**config.mk**
```make
export PLATFORM = sky130hd
export DESIGN_NAME = lwvt_cell
export DESIGN_NICKNAME = d
export VERILOG_FILES = /design/src/design/lru_weight_vector_table_unit_macros.svh /design/src/design/lwvt_pkg.sv /design/src/design/lwvt_cell.sv
export SDC_FILE = /design/constraint.sdc
export NUM_CORES = 1
export LEC_CHECK = 0
export CORE_ASPECT_RATIO = 0.5
export CORE_MARGIN = 10
export CORE_UTILIZATION = 65
export CTS_BUF_LIST = sky130_fd_sc_hd__clkbuf_8
export DETAILED_ROUTE_END_ITERATION = 10
export DONT_BUFFER_PORTS = 1
export PLACE_DENSITY = 0.92
export SKIP_CTS_REPAIR_TIMING = 1
export SLEW_MARGIN = 30
export SYNTH_ARGS = -nofsm -noshare
export SYNTH_HDL_FRONTEND = slang
export SYNTH_SLANG_ARGS = --single-unit
```
**constraint.sdc**
```tcl
create_clock -name clk -period 2.94 [get_ports clk]
set_input_delay 0.147 -clock clk [delete_from_list [all_inputs] [get_ports clk]]
set_output_delay 0.147 -clock clk [all_outputs]
set_load 0.02 [all_outputs]
```
**src/design/lru_weight_vector_table_unit_macros.svh**
```systemverilog
// Assertion helpers shared by the table logic.
`ifndef LRU_WEIGHT_VECTOR_TABLE_UNIT_MACROS_SVH
`define LRU_WEIGHT_VECTOR_TABLE_UNIT_MACROS_SVH

// Same-cycle implication, checked out of reset.
`define LWVT_ASSERT_NOW(lbl, ante, cons, msg) \
  lbl: assert property (@(posedge clk) disable iff (!rst_n) (ante) |-> (cons)) \
    else $error(msg);

// Next-cycle implication, checked out of reset.
`define LWVT_ASSERT_NEXT(lbl, ante, cons, msg) \
  lbl: assert property (@(posedge clk) disable iff (!rst_n) (ante) |=> (cons)) \
    else $error(msg);

`endif

```
**src/design/lwvt_pkg.sv**
```systemverilog
`default_nettype none
package lwvt_pkg;

  localparam int ENTRIES_DEF = 64;
  localparam int WEIGHTS_DEF = 20;
  localparam int CNT_W       = 9;
  localparam logic [6:0] CAP_RESET = 7'd64;

  typedef enum logic [1:0] {
    ACT_GET    = 2'd0,
    ACT_INSERT = 2'd1,
    ACT_UPDATE = 2'd2,
    ACT_NONE   = 2'd3
  } action_t;

  typedef enum logic [1:0] {
    STAT_OK     = 2'd0,
    STAT_MISS   = 2'd1,
    STAT_ABSENT = 2'd2
  } status_t;

  typedef enum logic [2:0] {
    ST_IDLE,
    ST_LOOKUP,
    ST_EXEC,
    ST_UPD,
    ST_ZERO,
    ST_RD,
    ST_WAIT,
    ST_EMIT
  } state_t;

  typedef struct packed {
    logic             lookup;
    logic             rot;
    logic             hit_any;
    logic             evict;
    logic [CNT_W-1:0] count;
  } cell_ctl_t;

endpackage
`default_nettype wire

```
**src/design/lwvt_cell.sv**
```systemverilog
`default_nettype none
module lwvt_cell #(
  parameter int IDX = 0,
  parameter int SW  = 6
) (
  input  wire logic                 clk,
  input  wire logic                 rst_n,
  input  wire lwvt_pkg::cell_ctl_t  ctl,
  input  wire logic [31:0]          key_req,
  input  wire logic [31:0]          prev_key,
  input  wire logic [SW-1:0]        prev_slot,
  input  wire logic                 prev_valid,
  input  wire logic                 sel_in,
  input  wire logic [SW-1:0]        tslot_in,
  input  wire logic [31:0]          tail_key_in,
  output logic      [31:0]          key_o,
  output logic      [SW-1:0]        slot_o,
  output logic                      valid_o,
  output logic                      hit_o,
  output logic                      sel_o,
  output logic      [SW-1:0]        tslot_o,
  output logic      [31:0]          tail_key_o
);

  logic [31:0]   key_r;
  logic [SW-1:0] slot_r;
  logic          valid_r;
  logic          hit_r;
  logic          is_tail;
  logic          is_free_head;
  logic          tgt;

  // Position in the chain is the recency rank; the tail of the valid run is
  // the least recent entry and the first invalid cell is the next free one.
  assign is_tail      = (ctl.count == lwvt_pkg::CNT_W'(IDX + 1));
  assign is_free_head = (ctl.count == lwvt_pkg::CNT_W'(IDX));
  assign tgt          = ctl.hit_any ? hit_r : (ctl.evict ? is_tail : is_free_head);
  assign sel_o        = tgt | sel_in;
  assign tslot_o      = tgt ? slot_r : tslot_in;
  assign tail_key_o   = is_tail ? key_r : tail_key_in;

  assign key_o   = key_r;
  assign slot_o  = slot_r;
  assign valid_o = valid_r;
  assign hit_o   = hit_r;

  always_ff @(posedge clk) begin
    if (!rst_n) begin
      valid_r <= 1'b0;
      slot_r  <= SW'(IDX);
      hit_r   <= 1'b0;
    end else begin
      if (ctl.lookup) begin
        hit_r <= valid_r && (key_r == key_req);
      end
      if (ctl.rot && sel_o) begin
        valid_r <= prev_valid;
        slot_r  <= prev_slot;
      end
    end
  end

  always_ff @(posedge clk) begin
    if (ctl.rot && sel_o) begin
      key_r <= prev_key;
    end
  end

endmodule
`default_nettype wire

```
==> results.ini, run 1 <==
[status]
outcome=finished clean

[route]
wl_met2_mm=4.66
route.final.wire_length_mm=8.13
wl_met1_mm=2.35
drt-wirelength-per-cell_um=32.9
dr.first_iter.drc_count=77
vias_per_cell=6.45
top_layer_used=met4
met3_routed_length_um=977
postRouteAntennaNets=0
detail_route.first_pass.iterations=4
via_count=1594
dr_drc_count=0

[timing]
finalHoldViolations=0
setup_violations=0
timing.fmax_ghz=0.488
total_negative_slack_for_setup_checks_ns=0
min_period_over_period_pct=69.7
final.setup_skew_ns=0.00377
final.setup.worst_slack_ns=0.892
slew_headroom_pct=72.5
min_period_ns=2.05
maxSlewViolCount=0
rsz0062_at_grt=false
transition_time_of_the_tightest_slew_check_pin_ns=0.412

[die]
core_region_area_sq_um=3100
die_area_sq_um=6190
design.portCount=204
placementRows=14
initial_utilization_pct=70.1
chipWidth_um=102
fp.dieH_um=60.9

[synth]
post_synth_num_cell_types=22
synth_area_sq_um=2170
synth.yosys.seq_area_share_pct=51.6
syn_area_per_cell_sq_um=13.5
synth_warnings=0
ys_seq_elements=40
synth_cells=161
mappedNetlistNets=286

[power_and_ir_drop]
power_density_nw_per_um2=491
leakage_power_summed_over_all_cells_nw=0.956
intPower_mw=0.963
share_seq_of_total_power_pct=55.0
relative_contribution_of_the_clock_network_to_total_power_pct=29.9
power.ir.vdd_worst_mv=0.416
sw_share_pct=28.0
combinationalPowerShare_pct=15.1
power.switching_mw=0.374

[worst_setup_path]
arrival_ns=2.23
number_of_cells_on_the_worst_reg_to_reg_path=8
criticalPathCategory=flip-flop to flip-flop
timing.critical_path.required_ns=3.12
crit_path_max_fanout=14
critical_path.endpoint_type=flip-flop
critical_path.startpoint_type=flip-flop

[finish]
n_fill_cell=143
finalCoreUtilization_pct=87.8
postLayoutCellArea_sq_um=2720
layoutNonFillerInstCount=247
diodes=0
syn_to_final_growth_pct=25.3
finish.net_count=331
fraction_of_final_layout_cells_sized_beyond_drive_strength_1_pct=30.4

[clock_tree]
clock_tree.htree_level_count=2
clkTransAtPathRegs_ns=0.07
cts_buffer_depth=2
root_buffer=sky130_fd_sc_hd__clkbuf_8
clock_sink_count=40
cts_buffers=5
insertion_delay_ns=0.29
tritoncts=yes

[placed_design]
finalWeightedCongestion=0.737
port_buffers=0
dp_slack_ns=0.867
placed_cells=199
place_hpwl_mm=5.82
post_dp_cell_area_sq_um=2220

[global_route]
largest_net_degree_at_the_start_of_global_routing=33
first_global_vias=1477
globalRouteOverflowTotal=0
grt.total_usage_pct=20.1
antenna_found_initial=0
grt_pass1_wl_mm=9.25

[worst_hold_path]
worstHoldPathCells=2
worstHoldPathType=input port to flip-flop

[flow_run]
cap_violations=0

[layout make-up]
type	count	area [sq um]	share of cell area, %
repair buffers	44	430	15.8
multi-input cells	114	1020	37.4
flip-flops and latches	40	1120	41.2
clock buffers	7	96.3	3.54
clock inverters	1	3.75	0.138
well taps	40	50.0	1.84
inverters	1	3.75	0.138
[power by group through the flow]
| stage | clock [mW] | sequential [mW] | combinational [mW] |
|---|---|---|---|
| floorplan | 0 | 0.733 | 0.137 |
| global placement | 0 | 0.746 | 0.149 |
| detailed placement | 0 | 0.749 | 0.152 |
| CTS | 0.401 | 0.736 | 0.153 |
| global route | 0.419 | 0.740 | 0.214 |
| finish | 0.400 | 0.736 | 0.202 |
[sequential cells by signal (all words and copies together) (netlist names)]
name     cells
valid_o      1
hit_o        1
key_o       32
slot_o       6
[layout by cell type (no fill, tap or decap)]
cell / instances
sky130_fd_sc_hd__buf_4: 4
sky130_fd_sc_hd__clkbuf_8: 7
sky130_fd_sc_hd__dfxtp_1: 8
sky130_fd_sc_hd__dlygate4sd3_1: 40
sky130_fd_sc_hd__edfxtp_1: 32
sky130_fd_sc_hd__inv_1: 2
sky130_fd_sc_hd__mux2_2: 38
sky130_fd_sc_hd__nand2_1: 10
sky130_fd_sc_hd__nand3_1: 6
sky130_fd_sc_hd__nand3_2: 2
sky130_fd_sc_hd__nand3b_1: 1
sky130_fd_sc_hd__nand4_1: 8
sky130_fd_sc_hd__nor2_1: 1
sky130_fd_sc_hd__nor3_1: 1
sky130_fd_sc_hd__nor4_1: 2
sky130_fd_sc_hd__o21ai_2: 7
sky130_fd_sc_hd__o21ai_4: 1
sky130_fd_sc_hd__o41ai_4: 1
sky130_fd_sc_hd__or2_2: 1
sky130_fd_sc_hd__or4_4: 2
sky130_fd_sc_hd__xnor2_1: 29
sky130_fd_sc_hd__xor2_1: 4
[critical path, cell delays in order (launching register included)]
cell                            delay (ns)
sky130_fd_sc_hd__dfxtp_1              0.52
sky130_fd_sc_hd__nand2_1              0.16
sky130_fd_sc_hd__o41ai_4              0.07
sky130_fd_sc_hd__buf_4                0.23
sky130_fd_sc_hd__o21ai_4              0.06
sky130_fd_sc_hd__buf_4                0.19
sky130_fd_sc_hd__nand3_2              0.09
sky130_fd_sc_hd__o21ai_2              0.05
sky130_fd_sc_hd__dlygate4sd3_1        0.55
[per-stage QoR]
stage	hold slack, ns	power (mW)
2_1_floorplan	0.246	0.870
3_3_place_gp	0.246	0.895
3_5_place_dp	0.246	0.901
4_1_cts	-0.0645	1.29
5_1_grt	-0.00531	1.37
6_report	0.00140	1.34
[cell usage after synthesis, drive strengths merged]
cell type / number / area share [%]
nor2: 1 / 0.17
nand2: 10 / 1.7
nand3: 8 / 2.3
nand4: 8 / 2.3
or4: 2 / 1.0
dfxtp: 8 / 7.4
nor4: 2 / 0.58
clkbuf: 2 / 0.35
or2: 1 / 0.29
o41ai: 1 / 1.3
xor2: 4 / 1.6
mux2: 38 / 20
inv: 1 / 0.17
edfxtp: 32 / 44
nand3b: 1 / 0.35
nor3: 1 / 0.23
buf: 4 / 1.0
o21ai: 8 / 3.6
xnor2: 29 / 12
[cell families (layout without fill, tap and decap cells)]
family / after synthesis / in the layout / synth area share, %
compound gates: 9 / 9 / 4.84
mux: 38 / 38 / 19.7
simple gates: 34 / 34 / 8.99
xor+xnor: 33 / 33 / 13.3
buf+inv: 7 / 53 / 1.56
flops: 40 / 40 / 51.6
[per-layer routing]
layer  GRT usage (%)  vias to the layer above
li1                -                      689
met1            17.5                      765
met2            39.4                      125
met3            11.2                       15
met4            6.26                        0
met5               0                        -
[final timing paths]
check        slack [ns]         to      start
min               0.001  slot_o[2]      rst_n
min reg2reg        0.62  slot_o[2]  slot_o[2]
max reg2reg        0.89  slot_o[4]      hit_o
max                0.89  slot_o[4]      hit_o
(Power assumes the default switching activity.)
==> run 2: changes to the inputs <==
Settings changed: CORE_UTILIZATION 65 to 59, PLACE_DENSITY 0.92 to 0.89.
Clock period 2.94 ns to 1.7 ns, I/O delays scaled along.
==> results.ini, run 2 (synthesis results as in run 1) <==
[finish]
postLayoutCellArea_sq_um=3020  ; +11%
mostFrequentLayoutCell=sky130_fd_sc_hd__dlygate4sd3_1
layout_common_cells=41 x sky130_fd_sc_hd__dlygate4sd3_1, 32 x sky130_fd_sc_hd__mux2_2, 32 x sky130_fd_sc_hd__edfxtp_1
n_fill_cell=173  ; +21%
syn_to_final_growth_pct=39.0
flip_flop_count_of_the_largest_register_all_copies_and_words_added=32  ; unchanged
fraction_of_final_layout_cells_sized_beyond_drive_strength_1_pct=39.3  ; +8.9 points
finalCoreUtilization_pct=86.5  ; -1.3 points
finish.net_count=358  ; +8.2%

[timing]
min_period_over_period_pct=101
final.setup.worst_slack_ns=-0.0147  ; -0.906 ns
maxSlewViolCount=0  ; unchanged
finalHoldViolations=0  ; unchanged
fin_worst_hold_slack_ns=0.0971  ; +0.0957 ns
slew_headroom_pct=61.8  ; -11 points
min_period_ns=1.71
final.setup_skew_ns=0.0120  ; +0.00824 ns
transition_time_of_the_tightest_slew_check_pin_ns=0.571  ; +0.159 ns
setup_violations=6  ; +6
rsz0062_at_grt=true
timing.fmax_ghz=0.583

[power_and_ir_drop]
power.ir.vdd_worst_mv=0.895  ; +120%
power.switching_mw=0.684  ; +83%
leakage_power_summed_over_all_cells_nw=1.10  ; +15%
finalPower_mw=2.47  ; +85%
relative_contribution_of_the_clock_network_to_total_power_pct=31.5  ; +1.6 points
power_density_nw_per_um2=819  ; +67%
combinationalPowerShare_pct=19.6  ; +4.5 points
share_seq_of_total_power_pct=49.0  ; -6.0 points
intPower_mw=1.79  ; +86%
sw_share_pct=27.6  ; -0.32 points

[route]
top_layer_used=met4
met3_routed_length_um=896  ; -8.3%
postRouteAntennaNets=0  ; unchanged
dr.first_iter.drc_count=106  ; +38%
drt-wirelength-per-cell_um=30.5  ; -7.3%
via_count=1720  ; +7.9%
dr_drc_count=0  ; unchanged
vias_per_cell=5.99  ; -7.1%
wl_met1_mm=2.74  ; +17%
detail_route.first_pass.iterations=4  ; unchanged
wl_met2_mm=5.08  ; +9.0%
route.final.wire_length_mm=8.75  ; +7.7%

[status]
violations_in_the_final_reports=negative setup slack
outcome=finished with violations

[worst_setup_path]
number_of_cells_on_the_worst_reg_to_reg_path=5  ; -3
timing.critical_path.required_ns=1.62  ; -1.50 ns
r2r_slack_ns=0.24  ; -0.65 ns
crit_path_max_fanout=7  ; -7
critical_path.startpoint_type=input port
crit_path_end=tslot_o[2]
arrival_ns=1.63  ; -0.60 ns
reg2reg_to=hit_o
timing.critical_path.from=ctl[7]
crit-reg2reg-launch=key_o[1]
critical_path.endpoint_type=primary output
criticalPathCategory=input port to primary output

[clock_tree]
cts_buffer_depth=2  ; unchanged
clock_sink_count=40  ; unchanged
tritoncts=yes
clock_tree.htree_level_count=2  ; unchanged
clkTransAtPathRegs_ns=0.09  ; +0.02 ns
root_buffer=sky130_fd_sc_hd__clkbuf_8
cts_buffers=5  ; unchanged
insertion_delay_ns=0.29  ; about the same

[global_route]
grt_pass1_wl_mm=10.3  ; +11%
first_global_vias=1613  ; +9.2%
globalRouteOverflowTotal=0  ; unchanged
antenna_found_initial=2  ; +2
largest_net_degree_at_the_start_of_global_routing=20  ; -39%
grt.total_usage_pct=19.8  ; -0.31 points

[placed_design]
finalWeightedCongestion=0.797  ; +8.1%
place_hpwl_mm=6.29  ; +8.1%
dp_slack_ns=-0.113  ; -0.980 ns
post_dp_cell_area_sq_um=2450  ; +10%
port_buffers=0  ; unchanged

[die]
initial_utilization_pct=62.2  ; -7.8 points
design.portCount=204  ; unchanged
fp.dieH_um=62.9  ; +3.3%
core_region_area_sq_um=3490  ; +13%
placementRows=15  ; +1
chipWidth_um=106  ; +4.0%
die_area_sq_um=6660  ; +7.5%

[flow_run]
cap_violations=0  ; unchanged

[worst_hold_path]
worstHoldPathType=input port to flip-flop
worstHoldPathCells=4  ; +2

==> run 2: per-layer routing <==
layer	global-route usage, %	vias up
met1	19.9	855
met2	37.9	116
met4	2.52	0
li1	-	747
met3	8.44	2
met5	0	-
==> run 2: critical path, stage by stage <==
cell                      delay (ns)
sky130_fd_sc_hd__or4_4          0.54
sky130_fd_sc_hd__o41ai_4        0.44
sky130_fd_sc_hd__buf_6          0.20
sky130_fd_sc_hd__mux2_4         0.35
==> run 2: worst min-delay path by stage <==
| stage | from | to | slack, ns |
|---|---|---|---|
| 6_report | ctl[12] | hit_o | 0.1 |
| 5_1_grt | ctl[12] | hit_o | 0.14 |
| 4_1_cts | prev_key[22] | key_o[22] | -0.12 |
| 3_5_place_dp | prev_key[15] | key_o[15] | 0.18 |
| 3_3_place_gp | prev_key[14] | key_o[14] | 0.18 |
| 2_1_floorplan | prev_key[0] | key_o[0] | 0.18 |
==> run 2: through the flow <==
stage / instances / TNS, ns
6_report: 287 / -0.0587
5_1_grt: 287 / -0.227
4_1_cts: 243 / -0.674
3_5_place_dp: 235 / -2.69
3_3_place_gp: 235 / -0.995
2_1_floorplan: 161 / -16.10
==> run 2: final cells by class <==
cell class / count / area (sq um) / area share [%]
Sequential cell: 40 / 1120 / 37.1
Antenna cell: 2 / 5.00 / 0.166
Clock inverter: 3 / 42.5 / 1.41
Tap cell: 51 / 63.8 / 2.11
Timing Repair Buffer: 71 / 664 / 22.0
Inverter: 1 / 7.51 / 0.249
Multi-Input combinational cell: 114 / 1050 / 34.6
Clock buffer: 5 / 68.8 / 2.28
==> run 2: power by group through the flow <==
| stage | Combinational (mW) | Sequential (mW) | Clock (mW) |
|---|---|---|---|
| final | 0.484 | 1.21 | 0.778 |
| after global routing | 0.506 | 1.22 | 0.821 |
| after CTS | 0.391 | 1.21 | 0.775 |
| after detailed placement | 0.389 | 1.23 | 0 |
| after global placement | 0.380 | 1.23 | 0 |
| after floorplan | 0.238 | 1.27 | 0 |
